<file path="config.mk">
export PLATFORM = sky130hd
export DESIGN_NAME = pulse_peak_heart_rate_meter_core
export DESIGN_NICKNAME = d
export VERILOG_FILES = /design/src/rtl/pphrm_pkg.sv /design/src/rtl/pphrm_core.sv /design/src/rtl/pphrm_out_buf.sv /design/src/rtl/pulse_peak_heart_rate_meter_core.sv
export VERILOG_INCLUDE_DIRS = /design/src /design/src/rtl
export SDC_FILE = /design/constraint.sdc
export NUM_CORES = 1
export LEC_CHECK = 0
export ABC_AREA = 1
export BUFFER_PORTS_ARGS = -buffer_cell sky130_fd_sc_hd__buf_2
export CORE_MARGIN = 5
export CORE_UTILIZATION = 55
export CTS_CLUSTER_SIZE = 8
export DETAILED_ROUTE_END_ITERATION = 8
export GPL_TIMING_DRIVEN = 0
export PLACE_DENSITY = 0.77
export SETUP_SLACK_MARGIN = 0.3
export SYNTH_ARGS = -nofsm -noshare
export SYNTH_HDL_FRONTEND = slang
export SYNTH_SLANG_ARGS = --single-unit
export TNS_END_PERCENT = 1
</file>
<file path="constraint.sdc">
create_clock -name clk -period 6.25 [get_ports clk]
set_input_delay 0.3125 -clock clk [delete_from_list [all_inputs] [get_ports clk]]
set_output_delay 0.3125 -clock clk [all_outputs]
set_load 0.05 [all_outputs]
</file>
<file path="src/rtl/pulse_peak_heart_rate_meter_core_defines.svh">
// Assertion macros shared by the pulse peak heart rate meter RTL.
`ifndef PULSE_PEAK_HEART_RATE_METER_CORE_DEFINES_SVH
`define PULSE_PEAK_HEART_RATE_METER_CORE_DEFINES_SVH

`ifndef SYNTHESIS
`define PPHRM_ASSERT(lbl, prop) \
	lbl: assert property (@(posedge clk) disable iff (!arst_n) prop) \
		else $error("pphrm check failed");
`define PPHRM_ASSERT_RST(lbl, prop) \
	lbl: assert property (@(posedge clk) prop) \
		else $error("pphrm reset check failed");
`else
`define PPHRM_ASSERT(lbl, prop)
`define PPHRM_ASSERT_RST(lbl, prop)
`endif

`endif

</file>
<file path="src/rtl/pphrm_pkg.sv">
// Types and constants of the pulse peak heart rate meter.
package pphrm_pkg;

	localparam int PEAK_DIVISOR = 2;
	localparam int SAMPLE_WIDTH = 16;
	localparam int SAMPLE_BITS  = (SAMPLE_WIDTH < 16) ? SAMPLE_WIDTH : 16;
	localparam logic [15:0] SAMPLE_MASK = 16'((32'h1 << SAMPLE_BITS) - 32'h1);

	localparam logic [10:0] IDX_QUARTER = 11'd250;
	localparam logic [10:0] IDX_HALF    = 11'd500;
	localparam logic [10:0] IDX_TWO_TH  = 11'd1000;
	localparam logic [10:0] IDX_FULL    = 11'd1500;

	localparam logic [3:0] MUL_QUARTER = 4'd12;
	localparam logic [3:0] MUL_HALF    = 4'd6;
	localparam logic [3:0] MUL_TWO_TH  = 4'd3;
	localparam logic [3:0] MUL_FULL    = 4'd2;

	localparam logic [14:0] RATE_MAX      = 15'd16383;
	localparam logic [15:0] MS_PER_SAMPLE = 16'(1000 / 50);
	localparam logic [15:0] LIMIT_RESET   = 16'd255;

	typedef struct packed {
		logic        pulse_seen;
		logic [15:0] beat_count;
		logic [15:0] rr_interval_ms;
		logic [13:0] heart_rate_bpm;
	} result_t;

	typedef struct packed {
		logic        wr;
		logic [15:0] data;
	} cfg_wr_t;

endpackage

</file>
<file path="src/rtl/pphrm_core.sv">
// Detector state and combinational update for one sample item.
module pphrm_core (
	input  logic                clk,
	input  logic                arst_n,
	input  pphrm_pkg::cfg_wr_t  cfg,
	input  logic                step,
	input  logic                sample_valid,
	input  logic [15:0]         sample_value,
	output pphrm_pkg::result_t  result
);

	logic [15:0] limit_q;
	logic [15:0] peak_q;
	logic [15:0] thr_q;
	logic [10:0] win_q;
	logic [10:0] idx_q;
	logic [10:0] last_q;
	logic [15:0] beat_q;
	logic [13:0] rate_q;
	logic [15:0] intv_q;

	logic [15:0] sample;
	logic        raise;
	logic        pulse;
	logic [15:0] peak_d;
	logic [15:0] thr_d;
	logic [10:0] win_inc;
	logic [10:0] win_d;
	logic [10:0] idx_d;
	logic [10:0] last_d;
	logic [15:0] beat_d;
	logic [13:0] rate_d;
	logic [15:0] intv_d;
	logic [10:0] diff;
	logic [3:0]  mult;
	logic        rate_upd;
	logic [14:0] prod;

	always_comb begin
		sample  = sample_value & pphrm_pkg::SAMPLE_MASK;
		raise   = sample_valid && (peak_q < sample);
		pulse   = sample_valid && !raise && (sample < thr_q);
		diff    = idx_q - last_q;
		win_inc = pulse ? (win_q + 11'd1) : win_q;

		peak_d = peak_q;
		thr_d  = thr_q;
		last_d = last_q;
		beat_d = beat_q;
		intv_d = intv_q;
		if (raise) begin
			peak_d = sample;
			thr_d  = 16'(sample / pphrm_pkg::PEAK_DIVISOR);
		end else if (pulse) begin
			peak_d = '0;
			last_d = idx_q;
			beat_d = (beat_q >= limit_q) ? 16'd0 : (beat_q + 16'd1);
			intv_d = {5'd0, diff} * pphrm_pkg::MS_PER_SAMPLE;
		end

		rate_upd = 1'b1;
		case (idx_q)
			pphrm_pkg::IDX_QUARTER: mult = pphrm_pkg::MUL_QUARTER;
			pphrm_pkg::IDX_HALF:    mult = pphrm_pkg::MUL_HALF;
			pphrm_pkg::IDX_TWO_TH:  mult = pphrm_pkg::MUL_TWO_TH;
			pphrm_pkg::IDX_FULL:    mult = pphrm_pkg::MUL_FULL;
			default: begin
				mult     = 4'd0;
				rate_upd = 1'b0;
			end
		endcase
		prod = {4'd0, win_inc} * {11'd0, mult};

		rate_d = rate_q;
		win_d  = win_inc;
		if (!sample_valid) begin
			idx_d = '0;
		end else if (idx_q == pphrm_pkg::IDX_FULL) begin
			idx_d = '0;
			win_d = '0;
		end else begin
			idx_d = idx_q + 11'd1;
		end
		if (sample_valid && rate_upd) begin
			// saturate the window product at the rate field range
			rate_d = (prod > pphrm_pkg::RATE_MAX) ? pphrm_pkg::RATE_MAX[13:0] : prod[13:0];
		end

		result.heart_rate_bpm = rate_d;
		result.rr_interval_ms = intv_d;
		result.beat_count     = beat_d;
		result.pulse_seen     = pulse;
	end

	always_ff @(posedge clk or negedge arst_n) begin
		if (!arst_n) begin
			limit_q <= pphrm_pkg::LIMIT_RESET;
			peak_q  <= '0;
			thr_q   <= '0;
			win_q   <= '0;
			idx_q   <= '0;
			last_q  <= '0;
			beat_q  <= '0;
			rate_q  <= '0;
			intv_q  <= '0;
		end else begin
			if (cfg.wr) begin
				limit_q <= cfg.data;
			end
			if (step) begin
				peak_q <= peak_d;
				thr_q  <= thr_d;
				win_q  <= win_d;
				idx_q  <= idx_d;
				last_q <= last_d;
				beat_q <= beat_d;
				rate_q <= rate_d;
				intv_q <= intv_d;
			end
		end
	end

endmodule

</file>
<file path="src/rtl/pphrm_out_buf.sv">
// Two-entry result buffer between the update stage and the output channel.
module pphrm_out_buf (
	input  logic                clk,
	input  logic                arst_n,
	input  logic                push,
	input  pphrm_pkg::result_t  push_data,
	output logic                has_room,
	output logic                out_valid,
	input  logic                out_ready,
	output pphrm_pkg::result_t  out_data
);

	pphrm_pkg::result_t mem_q [2];
	logic       wr_ptr_q;
	logic       rd_ptr_q;
	logic [1:0] count_q;
	logic       pop;

	assign out_valid = (count_q != 2'd0);
	assign has_room  = (count_q != 2'd2);
	assign pop       = out_valid && out_ready;
	assign out_data  = mem_q[rd_ptr_q];

	always_ff @(posedge clk) begin
		if (push) begin
			mem_q[wr_ptr_q] <= push_data;
		end
	end

	always_ff @(posedge clk or negedge arst_n) begin
		if (!arst_n) begin
			wr_ptr_q <= 1'b0;
			rd_ptr_q <= 1'b0;
			count_q  <= '0;
		end else begin
			if (push) begin
				wr_ptr_q <= !wr_ptr_q;
			end
			if (pop) begin
				rd_ptr_q <= !rd_ptr_q;
			end
			count_q <= count_q + {1'b0, push} - {1'b0, pop};
		end
	end

endmodule

</file>
<file path="src/rtl/pulse_peak_heart_rate_meter_core.sv">
// Top level of the pulse peak heart rate meter.
//
//  channel  dir  handshake                fields
//  s_*      in   s_tvalid / s_tready      tdata: sample_value, tuser: sample_valid
//  m_*      out  m_tvalid / m_tready      tdata: rate, rr interval, beat count; tuser: pulse
//  cfg_*    in   cfg_valid / cfg_ready    cfg_data: beat_count_limit
//
// One item per cycle sustained while the output accepts results.
// The item is held in an input register, then the detector update writes both the
// state and a two-entry result buffer in the same cycle.
// Reset clears the detector state and sets beat_count_limit to 255.
// A stalled output holds up to two results; input stalls only when both are taken.
`include "pulse_peak_heart_rate_meter_core_defines.svh"
module pulse_peak_heart_rate_meter_core (
	input  logic        clk,
	input  logic        arst_n,
	input  logic        s_tvalid,
	output logic        s_tready,
	input  logic [15:0] s_tdata,   // [15:0] sample_value
	input  logic        s_tuser,   // [0] sample_valid
	output logic        m_tvalid,
	input  logic        m_tready,
	output logic [47:0] m_tdata,   // [13:0] heart_rate_bpm, [29:14] rr_interval_ms,
	                               // [45:30] beat_count, [47:46] zero
	output logic        m_tuser,   // [0] pulse_seen
	input  logic        cfg_valid,
	output logic        cfg_ready,
	input  logic [15:0] cfg_data
);

	logic        valid_s1;
	logic        flag_s1;
	logic [15:0] value_s1;
	logic        go;
	logic        has_room;
	pphrm_pkg::cfg_wr_t cfg;
	pphrm_pkg::result_t result;
	pphrm_pkg::result_t out_res;

	assign cfg_ready = 1'b1;
	assign cfg.wr    = cfg_valid;
	assign cfg.data  = cfg_data;

	assign go       = valid_s1 && has_room;
	assign s_tready = !valid_s1 || has_room;

	always_ff @(posedge clk) begin
		if (s_tvalid && s_tready) begin
			flag_s1  <= s_tuser;
			value_s1 <= s_tdata;
		end
	end

	always_ff @(posedge clk or negedge arst_n) begin
		if (!arst_n) begin
			valid_s1 <= 1'b0;
		end else if (s_tready) begin
			valid_s1 <= s_tvalid;
		end
	end

	pphrm_core u_core (
		.clk          (clk),
		.arst_n       (arst_n),
		.cfg          (cfg),
		.step         (go),
		.sample_valid (flag_s1),
		.sample_value (value_s1),
		.result       (result)
	);

	pphrm_out_buf u_out_buf (
		.clk       (clk),
		.arst_n    (arst_n),
		.push      (go),
		.push_data (result),
		.has_room  (has_room),
		.out_valid (m_tvalid),
		.out_ready (m_tready),
		.out_data  (out_res)
	);

	assign m_tdata = {2'b00, out_res.beat_count, out_res.rr_interval_ms, out_res.heart_rate_bpm};
	assign m_tuser = out_res.pulse_seen;

	// a processed item must be visible on the output next cycle
	`PPHRM_ASSERT(a_go_shows_result, go |=> m_tvalid)
	// a blocked input means an item is parked in the input register
	`PPHRM_ASSERT(a_stall_has_item, !s_tready |-> valid_s1 && m_tvalid)
	// a parked item that cannot advance stays parked
	`PPHRM_ASSERT(a_park_holds, valid_s1 && !has_room |=> valid_s1)
	`PPHRM_ASSERT_RST(a_reset_empty, !arst_n |=> !m_tvalid && !valid_s1)

endmodule
</file>
==> impl_summary.txt, run 1 <==
----------------------------------------------------
[Run status]
  Run status ... finished, final reports clean

[GRT]
  Total global routing track utilization ... about 22%
  Initial antenna violation count ... 0
  Number of global-route vias before repair ... roughly 11,000
  First-pass GRT wire length ... about 51,000 µm
  Remaining Overflow, GRT ... 0
  Pin count of the biggest net entering global routing ... slightly below 80

[Setup path]
  Setup crit start kind ... flop
  Critical Path End Type ... flop
  CP Data Arrival Time ... approximately 5600 ps
  Slowest cell on the critical path ... fa_1
  Worst setup path startpoint ... value_s1[3]
  R2R cell count ... 28
  Required time of the critical path ... 6490 ps
  Endpoint of the lowest-slack register-to-register path ... u_out_buf.mem_q[0][10]
  Worst path bufs/invs ... 6
  Critical path's most frequent cell ... nand2_1
  Cell class contributing the biggest share of worst-path delay ... simple AND/OR/NAND/NOR gates
  Slack of the worst reg-to-reg path ... 930 ps
  Slowest cell delay on critical path ... roughly 550 ps
  Crit Reg-Reg Startpoint ... value_s1[3]
  Top fanout value on the critical path ... 10
  Critical Setup Path Class ... reg2reg

[Layout]
  Seq. cell area ... roughly 6600 µm²
  Utilization after layout ... about 64%
  Share of cells above drive strength 1 ... a little under an eighth
  Number of nets in the final layout ... between 1,500 and 2,000
  Footprint of the multi-input gates ... 6220 µm²
  Number of antenna cells inserted ... 0
  Final cell area excluding filler cells ... between 15,000 and 20,000 µm²
  FILL cells ... ~2,000
  Layout overhead on the synthesized area ... 16.2%

[Timing]
  Highest attainable clock frequency ... ~0.19 GHz
  Slew at the pin with the worst max-slew slack ... 759 ps
  Slew headroom ... between 40 and 50%
  Shortest period the worst path allows ... 5320 ps
  Final TNS setup ... 0 ps
  Final setup violation count ... 0
  Fraction of the cycle the final worst path needs ... a little under nine tenths
  Hold Vio Cnt, Final ... 0
  Count of pins over their slew limit ... 0
  Worst hold-check slack ... between 15 and 20 ps
  Unrepaired setup endpoints after global routing ... no
  Final clock skew ... ~18 ps

[Place]
  Number of buffer cells added on primary ports ... between 80 and 90
  RD Place Congestion ... slightly above 0.9
  Area after DPL ... ~15,000 µm²
  Post-DP HPWL ... around 22,000 µm

[Drt]
  Drt first pass iters ... 5
  Average vias per placed instance ... ~5.2
  Via count of the routed design ... around 11,000
  Number of nets with antenna violations after detailed routing ... 0
  Total Routed Length ... 30,200 µm
  Post-detailed-route DRC marker count ... 0
  Final routed wire length divided by cell count ... roughly 15 µm
  Iteration-0 DRC Markers ... ~690

[Pwr]
  Worst-case vdd ir drop ... between 0.3 and 0.4 mV
  Internal power of the cells ... around 4.3 mW
  Combinational Power Share ... between 40% and 50%
  Relative contribution of sequential cells to total power ... a little under a third
  Total design power ... around 7.6 mW
  Switch share ... between 40% and 50%
  Part of the power in the clock network ... 23.7%
  Power density over the cells ... 474 nW/µm²
  Power spent charging and discharging nets ... between 3 and 4 mW
  Standby leakage power ... between 7 and 8 nW

[Synth]
  Number of enable flip-flop cells after synthesis ... 111
  Leading cell type by number of instances after synthesis ... nand2_1
  Post-synthesis sequential area ratio ... a little under half
  Number of standard cells after synthesis ... 1,567
  Post-Synthesis Cell Area ... between 10,000 and 15,000 µm²
  Mean cell area of the mapped netlist ... a little under 9 µm²
  Async set-reset flop share out of synthesis ... a little over half
  Synth top area cells ... edfxtp_1 24%, dfrtp_1 22%, nand2_1 11%
  Synth top area share ... approximately 24%
  Top flip-flop cell by instance count after synthesis ... dfrtp_1
  Number of synthesized register bits ... ~240
  Post-synthesis cell type count ... 51
  Cell type with the highest aggregate area in the netlist ... edfxtp_1
  List of most frequent post-synthesis cells ... 424 x nand2_1, 195 x inv_1, 123 x dfrtp_1
  Count of synthesis-stage warnings from yosys ... 0

[Floorplan]
  Total core area ... 25,000 µm²
  Die Area ... roughly 28,000 µm²
  Chip width ... between 150 and 200 µm
  Starting utilization of the core area ... between 50% and 60%
  Chip height ... between 150 and 200 µm
  Number of ports placed on the die boundary ... 90
  Std cell rows ... 58

[CTS]
  Clock buffers created by TritonCTS ... 36
  # resized after CTS ... 0
  Number of buffers inserted by hold repair at cts ... 23
  Clock latency reported for the late side of the worst-skew pair ... roughly 520 ps
  Post-CTS repair timing setup buffer count ... 0
  Number of buffers on the longest clock path ... 3
  Clock tree from TritonCTS ... done
  CTS Root Cell ... clkbuf_16
  Number of clock sinks ... roughly 240
  Worst-path clk slew ... around 50 ps
  Number of H-tree branching levels ... 2

[Job]
  # Max-Cap Violations ... 0

[Worst hold path]
  Source of the worst hold timing path ... cfg_data[15]
  Class of the tightest hold or removal check ... in2reg
  Instance count along the most critical hold path ... 3
  Hold endpoint ... u_core.limit_q[15]

----------------------------------------------------
sequential cells by signal, summed over array words and instances, names as in the netlist:
name                count
u_out_buf.count_q       2
flag_s1                 1
u_core.last_q          11
u_out_buf.wr_ptr_q      1
u_core.idx_q           11
u_out_buf.rd_ptr_q      1
u_core.intv_q          16
u_core.peak_q          16
valid_s1                1
u_core.beat_q          16
u_out_buf.mem_q        94
u_core.limit_q         16
u_core.win_q           11
u_core.rate_q          14
u_core.thr_q           15
value_s1               16
layout make-up:
| cell class | instances | share of cell area, % |
|---|---|---|
| well taps | 330 | 2.56 |
| clock buffers | 62 | 6.39 |
| inverters | 204 | 4.75 |
| repair buffers | 112 | 4.56 |
| clock inverters | 3 | 0.280 |
| plain buffers | 50 | 1.72 |
| multi-input cells | 1072 | 38.6 |
| flip-flops and latches | 242 | 41.1 |
per-stage QoR:
stage	std cells	setup slack [ps]
2_1_floorplan	1568	1690
3_3_place_gp	1984	1040
3_5_place_dp	1987	950
4_1_cts	2075	930
5_1_grt	2075	394
6_report	2075	928
cells in the final DEF (no fill, tap or decap), drive strengths merged, types with 5 or more instances in the layout:
cell,netlist,routed
a21oi,54,54
and2,12,12
buf,30,119
clkbuf,20,82
dfrtp,123,123
dfstp,8,8
dlygate4sd3,0,23
edfxtp,111,111
fa,20,20
ha,99,99
inv,202,204
nand2,428,428
nand3,79,79
nand4,17,17
nor2,96,96
nor3,31,31
nor4,5,5
o21ai,121,121
o22ai,10,10
or2,21,21
xor2,50,50
cells by family (layout without fill, tap and decap cells):
kind of cell	after synthesis	count (layout)	share of synthesized area, %
AO/OA/AOI/OAI	203	203	7.97
XOR/XNOR	54	54	3.41
adder cells (fa/ha/maj)	119	119	11.8
buffers and inverters	254	431	7.52
flip-flops	242	242	47.7
multiplexers	1	1	0.0812
other	2	3	0.0542
AND/OR/NAND/NOR	692	692	21.4
layer usage:
layer / track usage [%] / wire [µm]
met1: 28.8 / 12800
met2: 36.8 / 14800
met3: 3.46 / 1860
met4: 6.85 / 689
met5: 0 / 0
tightest hold or removal path: stages:
cell and delay [ps]:
buf_2 80, nand2_1 40, o21ai_0 60
worst max path at each step:
stage	to	slack (ps)	cells past startpoint
after floorplan	u_out_buf.mem_q[0][10]	1690	26
after global placement	u_out_buf.mem_q[0][10]	1040	25
after detailed placement	u_out_buf.mem_q[0][10]	950	28
after CTS	u_out_buf.mem_q[1][10]	930	28
after global routing	u_out_buf.mem_q[0][10]	390	28
final	u_out_buf.mem_q[0][10]	930	28
power by group through the flow:
stage	Clock [mW]	Sequential (mW)	Combinational (mW)
floorplan	0	2.32	2.63
CTS	1.84	2.33	3.51
detailed placement	0	2.35	3.48
global route	1.92	2.37	3.92
finish	1.81	2.33	3.49
global placement	0	2.36	3.35
No activity file was read; power rests on OpenSTA's default activity.
==> run 2, diff against run 1 <==
--- a/config.mk
+++ b/config.mk
@@ -8,7 +8,6 @@
 export LEC_CHECK = 0
 export ABC_AREA = 1
 export BUFFER_PORTS_ARGS = -buffer_cell sky130_fd_sc_hd__buf_2
-export CORE_MARGIN = 5
 export CORE_UTILIZATION = 55
 export CTS_CLUSTER_SIZE = 8
 export DETAILED_ROUTE_END_ITERATION = 8
==> impl_summary.txt, run 2 (synthesis gave the netlist of run 1 again) <==
----------------------------------------------------
[CTS]
  # resized after CTS ... 0 (unchanged)
  Number of buffers on the longest clock path ... 3 (unchanged)
  Worst-path clk slew ... 50 ps (about the same)
  Clock tree from TritonCTS ... done (unchanged)
  Clock latency reported for the late side of the worst-skew pair ... 520 ps (about the same)
  Number of H-tree branching levels ... 2 (unchanged)
  Clock buffers created by TritonCTS ... 36 (unchanged)
  CTS Root Cell ... clkbuf_16 (unchanged)
  Number of clock sinks ... 242 (unchanged)

[Drt]
  Number of nets with antenna violations after detailed routing ... 0 (unchanged)
  Final routed wire length divided by cell count ... 14.6 µm (about the same)
  Drt first pass iters ... 6 (was 5)
  Total Routed Length ... 30,300 µm (was 30,200 µm)
  Via count of the routed design ... 10,901 (was 10,887)
  Average vias per placed instance ... 5.26 (was 5.25)
  Iteration-0 DRC Markers ... 731 (was 689)
  Post-detailed-route DRC marker count ... 0 (unchanged)

[Layout]
  Number of nets in the final layout ... 1,877 (was 1,875)
  Number of antenna cells inserted ... 0 (unchanged)
  Largest register by flop count ... u_out_buf.mem_q (unchanged)
  Flip-flop count of the largest register after layout ... 94 (unchanged)
  Layout overhead on the synthesized area ... 16.1% (was 16.2%)
  Most common cell after layout, fill and taps aside ... nand2_1 (unchanged)
  Commonest non-fill, non-tap cells in the layout ... 424 x nand2_1, 195 x inv_1, 123 x dfrtp_1 (unchanged)
  Share of cells above drive strength 1 ... 11.6% (was 11.7%)
  Utilization after layout ... 65.6% (was 64.3%)
  Number of cells in the finished layout apart from fillers ... 2,072 (was 2,075)

[Pwr]
  Standby leakage power ... 7.71 nW (was 7.72 nW)
  Power spent charging and discharging nets ... 3.33 mW (was 3.34 mW)
  Combinational Power Share ... 46.0% (was 45.7%)
  Internal power of the cells ... 4.26 mW (was 4.29 mW)
  Relative contribution of sequential cells to total power ... 30.7% (was 30.6%)
  Worst-case vdd ir drop ... 0.387 mV (was 0.308 mV)
  Part of the power in the clock network ... 23.3% (was 23.7%)
  Power density over the cells ... 472 nW/µm² (was 474 nW/µm²)
  Switch share ... 43.9% (was 43.7%)

[Timing]
  Fraction of the cycle the final worst path needs ... 85.1% (was 85.2%)
  Unrepaired setup endpoints after global routing ... no (unchanged)
  Slew at the pin with the worst max-slew slack ... 710 ps (was 759 ps)
  Count of pins over their slew limit ... 0 (unchanged)
  Slew headroom ... 52.7% (was 49.4%)
  Worst hold-check slack ... 23.0 ps (was 17.0 ps)
  Highest attainable clock frequency ... 0.188 GHz (about the same)
  Final clock skew ... 21.5 ps (was 17.6 ps)
  Final TNS setup ... 0 ps (unchanged)
  Shortest period the worst path allows ... 5320 ps (about the same)
  Final setup violation count ... 0 (unchanged)
  Hold Vio Cnt, Final ... 0 (unchanged)

[Setup path]
  Critical path's most frequent cell ... nand2_1 (unchanged)
  Top fanout value on the critical path ... 10 (unchanged)
  Critical Path End Type ... flop (unchanged)
  Slowest cell delay on critical path ... 550 ps (about the same)
  CP Data Arrival Time ... 5580 ps (was 5560 ps)
  Slowest cell on the critical path ... fa_1 (unchanged)
  Critical Setup Path Class ... reg2reg (unchanged)
  Required time of the critical path ... 6510 ps (was 6490 ps)
  Setup crit start kind ... flop (unchanged)

[Floorplan]
  Die Area ... 25,900 µm² (was 28,500 µm²)
  Chip width ... 161 µm (was 169 µm)
  Std cell rows ... 57 (was 58)
  Total core area ... 24,500 µm² (was 25,000 µm²)
  Chip height ... 161 µm (was 169 µm)
  Number of ports placed on the die boundary ... 90 (unchanged)
  Starting utilization of the core area ... 56.5% (was 55.4%)

[GRT]
  First-pass GRT wire length ... 51,500 µm (was 51,400 µm)
  Remaining Overflow, GRT ... 0 (unchanged)
  Total global routing track utilization ... 24.6% (was 21.7%)
  Number of global-route vias before repair ... 10,917 (was 10,758)
  Pin count of the biggest net entering global routing ... 70 (was 78)
  Initial antenna violation count ... 0 (unchanged)

[Job]
  # Max-Cap Violations ... 0 (unchanged)

[Place]
  Number of buffer cells added on primary ports ... 86 (unchanged)
  Placed cell count ... 1,981 (was 1,987)
  Post-DP HPWL ... 21,900 µm (was 22,100 µm)
  RD Place Congestion ... 0.920 (was 0.924)

[Run status]
  Run status ... finished, final reports clean (unchanged)

[Worst hold path]
  Class of the tightest hold or removal check ... in2reg (unchanged)

----------------------------------------------------
-- run 2: cell count changes in the layout (fill, tap and decap cells not counted), sizes merged --
cell	before	now
dlygate4sd3	23	25
clkbuf	82	81
clkinv	3	5
-- run 2: per-stage QoR --
stage               worst slack [ps]  power [mW]  area (µm²)
floorplan                       1690        4.95       13900
global placement                1020        5.70       14700
detailed placement               972        5.84       14800
CTS                              958        7.65       16100
global route                     503        8.14       16100
finish                           934        7.59       16100
-- run 2: power groups by stage --
stage | Clock [mW] | Combinational, mW | Sequential (mW)
4_1_cts | 1.80 | 3.51 | 2.33
5_1_grt | 1.87 | 3.89 | 2.38
3_5_place_dp | 0 | 3.48 | 2.36
6_report | 1.77 | 3.49 | 2.33
2_1_floorplan | 0 | 2.63 | 2.32
3_3_place_gp | 0 | 3.34 | 2.36
-- run 2: worst max-delay path, delay by kind of cell (launching register included) --
family                   cells  cell delay (ps)
AND/OR/NAND/NOR             17             1960
flip-flops                   1              430
buffers and inverters        5              520
adder cells (fa/ha/maj)      4             1720
AO/OA/AOI/OAI                2              430
-- run 2: final cells by class --
type / instances / area, µm²
Fill cell: 1968 / 8440
Sequential cell: 242 / 6620
Multi-Input combinational cell: 1072 / 6220
Clock buffer: 61 / 995
Inverter: 204 / 766
Timing Repair Buffer: 114 / 754
Tap cell: 324 / 405
Buffer: 50 / 277
Clock inverter: 5 / 55.1
-- run 2: repair_timing --
item	4_1_cts	5_1_grt
setup endpoints to repair	0	0
endpoints found under the hold margin	86	0
setup buffers	0	0
hold buffers	25	0
-- run 2: path summary, 6_finish.rpt --
kind	start	end	slack [ps]	depth (start not counted)
worst max-delay path	value_s1[1]	u_out_buf.mem_q[0][9]	930	28
min in group asynchronous	arst_n	u_core.peak_q[4]	350	2
max in group asynchronous	arst_n	u_core.limit_q[0]	5070	3
worst min register to register	u_core.rate_q[10]	u_core.rate_q[10]	470	2
worst max register to register	value_s1[1]	u_out_buf.mem_q[0][9]	930	28
worst min-delay path	cfg_data[4]	u_core.limit_q[4]	20	3
-- run 2: per-layer routing --
layer  global-route usage [%]  up-vias  part of all wire, %
met2                     43.3      279                   49
met3                     3.64       66                  5.6
met1                     30.8     5144                   42
li1                         -     5412                    -
met5                        0        -                    0
met4                     8.96        0                  2.8
==> run 3, diff against run 2 <==
--- a/config.mk
+++ b/config.mk
@@ -7,7 +7,7 @@
 export NUM_CORES = 1
 export LEC_CHECK = 0
 export ABC_AREA = 1
-export BUFFER_PORTS_ARGS = -buffer_cell sky130_fd_sc_hd__buf_2
+export BUFFER_PORTS_ARGS = -buffer_cell sky130_fd_sc_hd__buf_4
 export CORE_UTILIZATION = 55
 export CTS_CLUSTER_SIZE = 8
 export DETAILED_ROUTE_END_ITERATION = 8
==> impl_summary.txt, run 3 (synthesis gave the netlist of run 1 again) <==
----------------------------------------------------
[Drt]
  Number of nets with antenna violations after detailed routing ... 0 (unchanged)
  Average vias per placed instance ... 5.28 (was 5.26)
  Final routed wire length divided by cell count ... 14.9 µm (was 14.6 µm)
  Via count of the routed design ... 10,902 (was 10,901)
  Drt first pass iters ... 5 (was 6)
  Total Routed Length ... 30,800 µm (was 30,300 µm)
  Iteration-0 DRC Markers ... 638 (was 731)
  Post-detailed-route DRC marker count ... 0 (unchanged)

[CTS]
  # resized after CTS ... 0 (unchanged)
  CTS Root Cell ... clkbuf_16 (unchanged)
  Number of H-tree branching levels ... 2 (unchanged)
  Clock tree from TritonCTS ... done (unchanged)
  Number of clock sinks ... 242 (unchanged)
  Number of buffers on the longest clock path ... 3 (unchanged)
  Clock buffers created by TritonCTS ... 36 (unchanged)
  Clock latency reported for the late side of the worst-skew pair ... 510 ps (was 520 ps)
  Worst-path clk slew ... 50 ps (about the same)

[Layout]
  Number of nets in the final layout ... 1,871 (was 1,877)
  Layout overhead on the synthesized area ... 17.1% (was 16.1%)
  Flip-flop count of the largest register after layout ... 94 (unchanged)
  Final cell area excluding filler cells ... 16,200 µm² (was 16,100 µm²)
  Share of cells above drive strength 1 ... 11.8% (was 11.6%)
  Most common cell after layout, fill and taps aside ... nand2_1 (unchanged)
  Commonest non-fill, non-tap cells in the layout ... 424 x nand2_1, 195 x inv_1, 123 x dfrtp_1 (unchanged)
  Largest register by flop count ... u_out_buf.mem_q (unchanged)
  Number of antenna cells inserted ... 0 (unchanged)

[Setup path]
  Critical path's most frequent cell ... nand2_1 (unchanged)
  Crit Reg-Reg Startpoint ... value_s1[11] (was value_s1[1])
  Top fanout value on the critical path ... 10 (unchanged)
  Critical Path End Type ... flop (unchanged)
  Slack of the worst reg-to-reg path ... 900 ps (was 930 ps)
  CP Data Arrival Time ... 5610 ps (was 5580 ps)
  Setup crit start kind ... flop (unchanged)
  Slowest cell delay on critical path ... 570 ps (was 550 ps)
  Required time of the critical path ... 6500 ps (was 6510 ps)
  R2R cell count ... 26 (was 28)
  Endpoint of the lowest-slack register-to-register path ... u_out_buf.mem_q[0][13] (was u_out_buf.mem_q[0][9])
  Critical Setup Path Class ... reg2reg (unchanged)
  Slowest cell on the critical path ... fa_1 (unchanged)

[GRT]
  First-pass GRT wire length ... 52,300 µm (was 51,500 µm)
  Initial antenna violation count ... 0 (unchanged)
  Remaining Overflow, GRT ... 0 (unchanged)
  Grt peak-use layer ... met2 (unchanged)
  GR met2 Demand/Resource ... 44.1% (was 43.3%)
  Total global routing track utilization ... 25.0% (was 24.6%)
  Number of global-route vias before repair ... 10,951 (was 10,917)
  Met1 track utilization from global routing ... 32.0% (was 30.8%)
  Global Route met3 Usage ... 3.36% (was 3.64%)
  Pin count of the biggest net entering global routing ... 69 (was 70)

[Timing]
  Fraction of the cycle the final worst path needs ... 85.7% (was 85.1%)
  Final setup violation count ... 0 (unchanged)
  Shortest period the worst path allows ... 5350 ps (was 5320 ps)
  Unrepaired setup endpoints after global routing ... no (unchanged)
  Slew headroom ... 51.3% (was 52.7%)
  Final TNS setup ... 0 ps (unchanged)
  Worst-case setup margin in the final layout ... 896 ps (was 934 ps)
  Hold Vio Cnt, Final ... 0 (unchanged)
  Final clock skew ... 17.5 ps (was 21.5 ps)
  Highest attainable clock frequency ... 0.187 GHz (was 0.188 GHz)
  Slew at the pin with the worst max-slew slack ... 731 ps (was 710 ps)
  Count of pins over their slew limit ... 0 (unchanged)

[Pwr]
  Worst-case vdd ir drop ... 0.334 mV (was 0.387 mV)
  Standby leakage power ... 7.76 nW (was 7.71 nW)
  Total design power ... 7.73 mW (was 7.59 mW)
  Power density over the cells ... 476 nW/µm² (was 472 nW/µm²)

[Floorplan]
  Chip height ... 161 µm (unchanged)
  Chip width ... 161 µm (unchanged)
  Die Area ... 25,900 µm² (unchanged)
  Std cell rows ... 57 (unchanged)
  Starting utilization of the core area ... 56.5% (unchanged)
  Number of ports placed on the die boundary ... 90 (unchanged)
  Total core area ... 24,500 µm² (unchanged)

[Place]
  Number of buffer cells added on primary ports ... 86 (unchanged)
  Setup WS pre-CTS ... 891 ps (was 972 ps)
  Area after DPL ... 15,000 µm² (was 14,800 µm²)
  Post-DP HPWL ... 22,400 µm (was 21,900 µm)
  RD Place Congestion ... 0.902 (was 0.920)

[Worst hold path]
  Class of the tightest hold or removal check ... in2reg (unchanged)
  Instance count along the most critical hold path ... 3 (unchanged)
  Hold endpoint ... u_core.limit_q[8] (was u_core.limit_q[4])
  Source of the worst hold timing path ... cfg_data[8] (was cfg_data[4])

[Run status]
  Run status ... finished, final reports clean (unchanged)

[Job]
  # Max-Cap Violations ... 0 (unchanged)

----------------------------------------------------
==> run 3: critical path: cells and delay by family (launching register included) <==
kind,cells,cell delay [ps]
adder cells (fa/ha/maj),4,1760
buffers and inverters,5,540
flip-flops,1,410
AO/OA/AOI/OAI,4,660
AND/OR/NAND/NOR,13,1740
==> run 3: worst max-delay path by stage <==
| stage | from | to | slack, ps | cells after the start |
|---|---|---|---|---|
| final | value_s1[11] | u_out_buf.mem_q[0][13] | 900 | 26 |
| after global routing | value_s1[11] | u_out_buf.mem_q[0][9] | 430 | 26 |
| after CTS | value_s1[1] | u_out_buf.mem_q[0][13] | 880 | 28 |
| after detailed placement | value_s1[7] | u_out_buf.mem_q[0][13] | 890 | 25 |
| after global placement | value_s1[1] | u_out_buf.mem_q[0][13] | 1030 | 28 |
| after floorplan | value_s1[11] | u_out_buf.mem_q[0][10] | 1690 | 26 |
==> run 3: timing repair <==
item / CTS / global route
hold buffers: 19 / 0
endpoints found under the hold margin: 77 / 0
buffers inserted: 0 / 0
==> run 3: routing by layer <==
layer,wire [µm],vias to the layer above
li1,-,5415
met1,13300,5156
met2,15400,269
met3,1450,62
met4,724,0
met5,0,-
==> run 3: where the power goes <==
part	internal [mW]	switching (mW)	total, mW
combinational	1.13	2.49	3.62
sequential	2.16	0.177	2.34
clock	1.10	0.677	1.78
==> run 3: final cells by class <==
| class | instances | area [µm²] |
|---|---|---|
| multi-input combinational | 1072 | 6220 |
| tap | 324 | 405 |
| clock buffer | 61 | 1020 |
| buffer | 50 | 277 |
| fill | 1976 | 8290 |
| inverter | 204 | 766 |
| clock inverter | 4 | 27.5 |
| sequential | 242 | 6620 |
| timing repair buffer | 108 | 907 |
==> run 3: through the flow <==
step / hold WS [ps] / std cells / util [%]
finish: 16.3 / 2065 / 66.2
global route: 20.6 / 2065 / 66.2
CTS: 1.12 / 2065 / 66.2
detailed placement: 354 / 1981 / 61.2
global placement: 449 / 1978 / 60.8
floorplan: 16.9 / 1568 / -
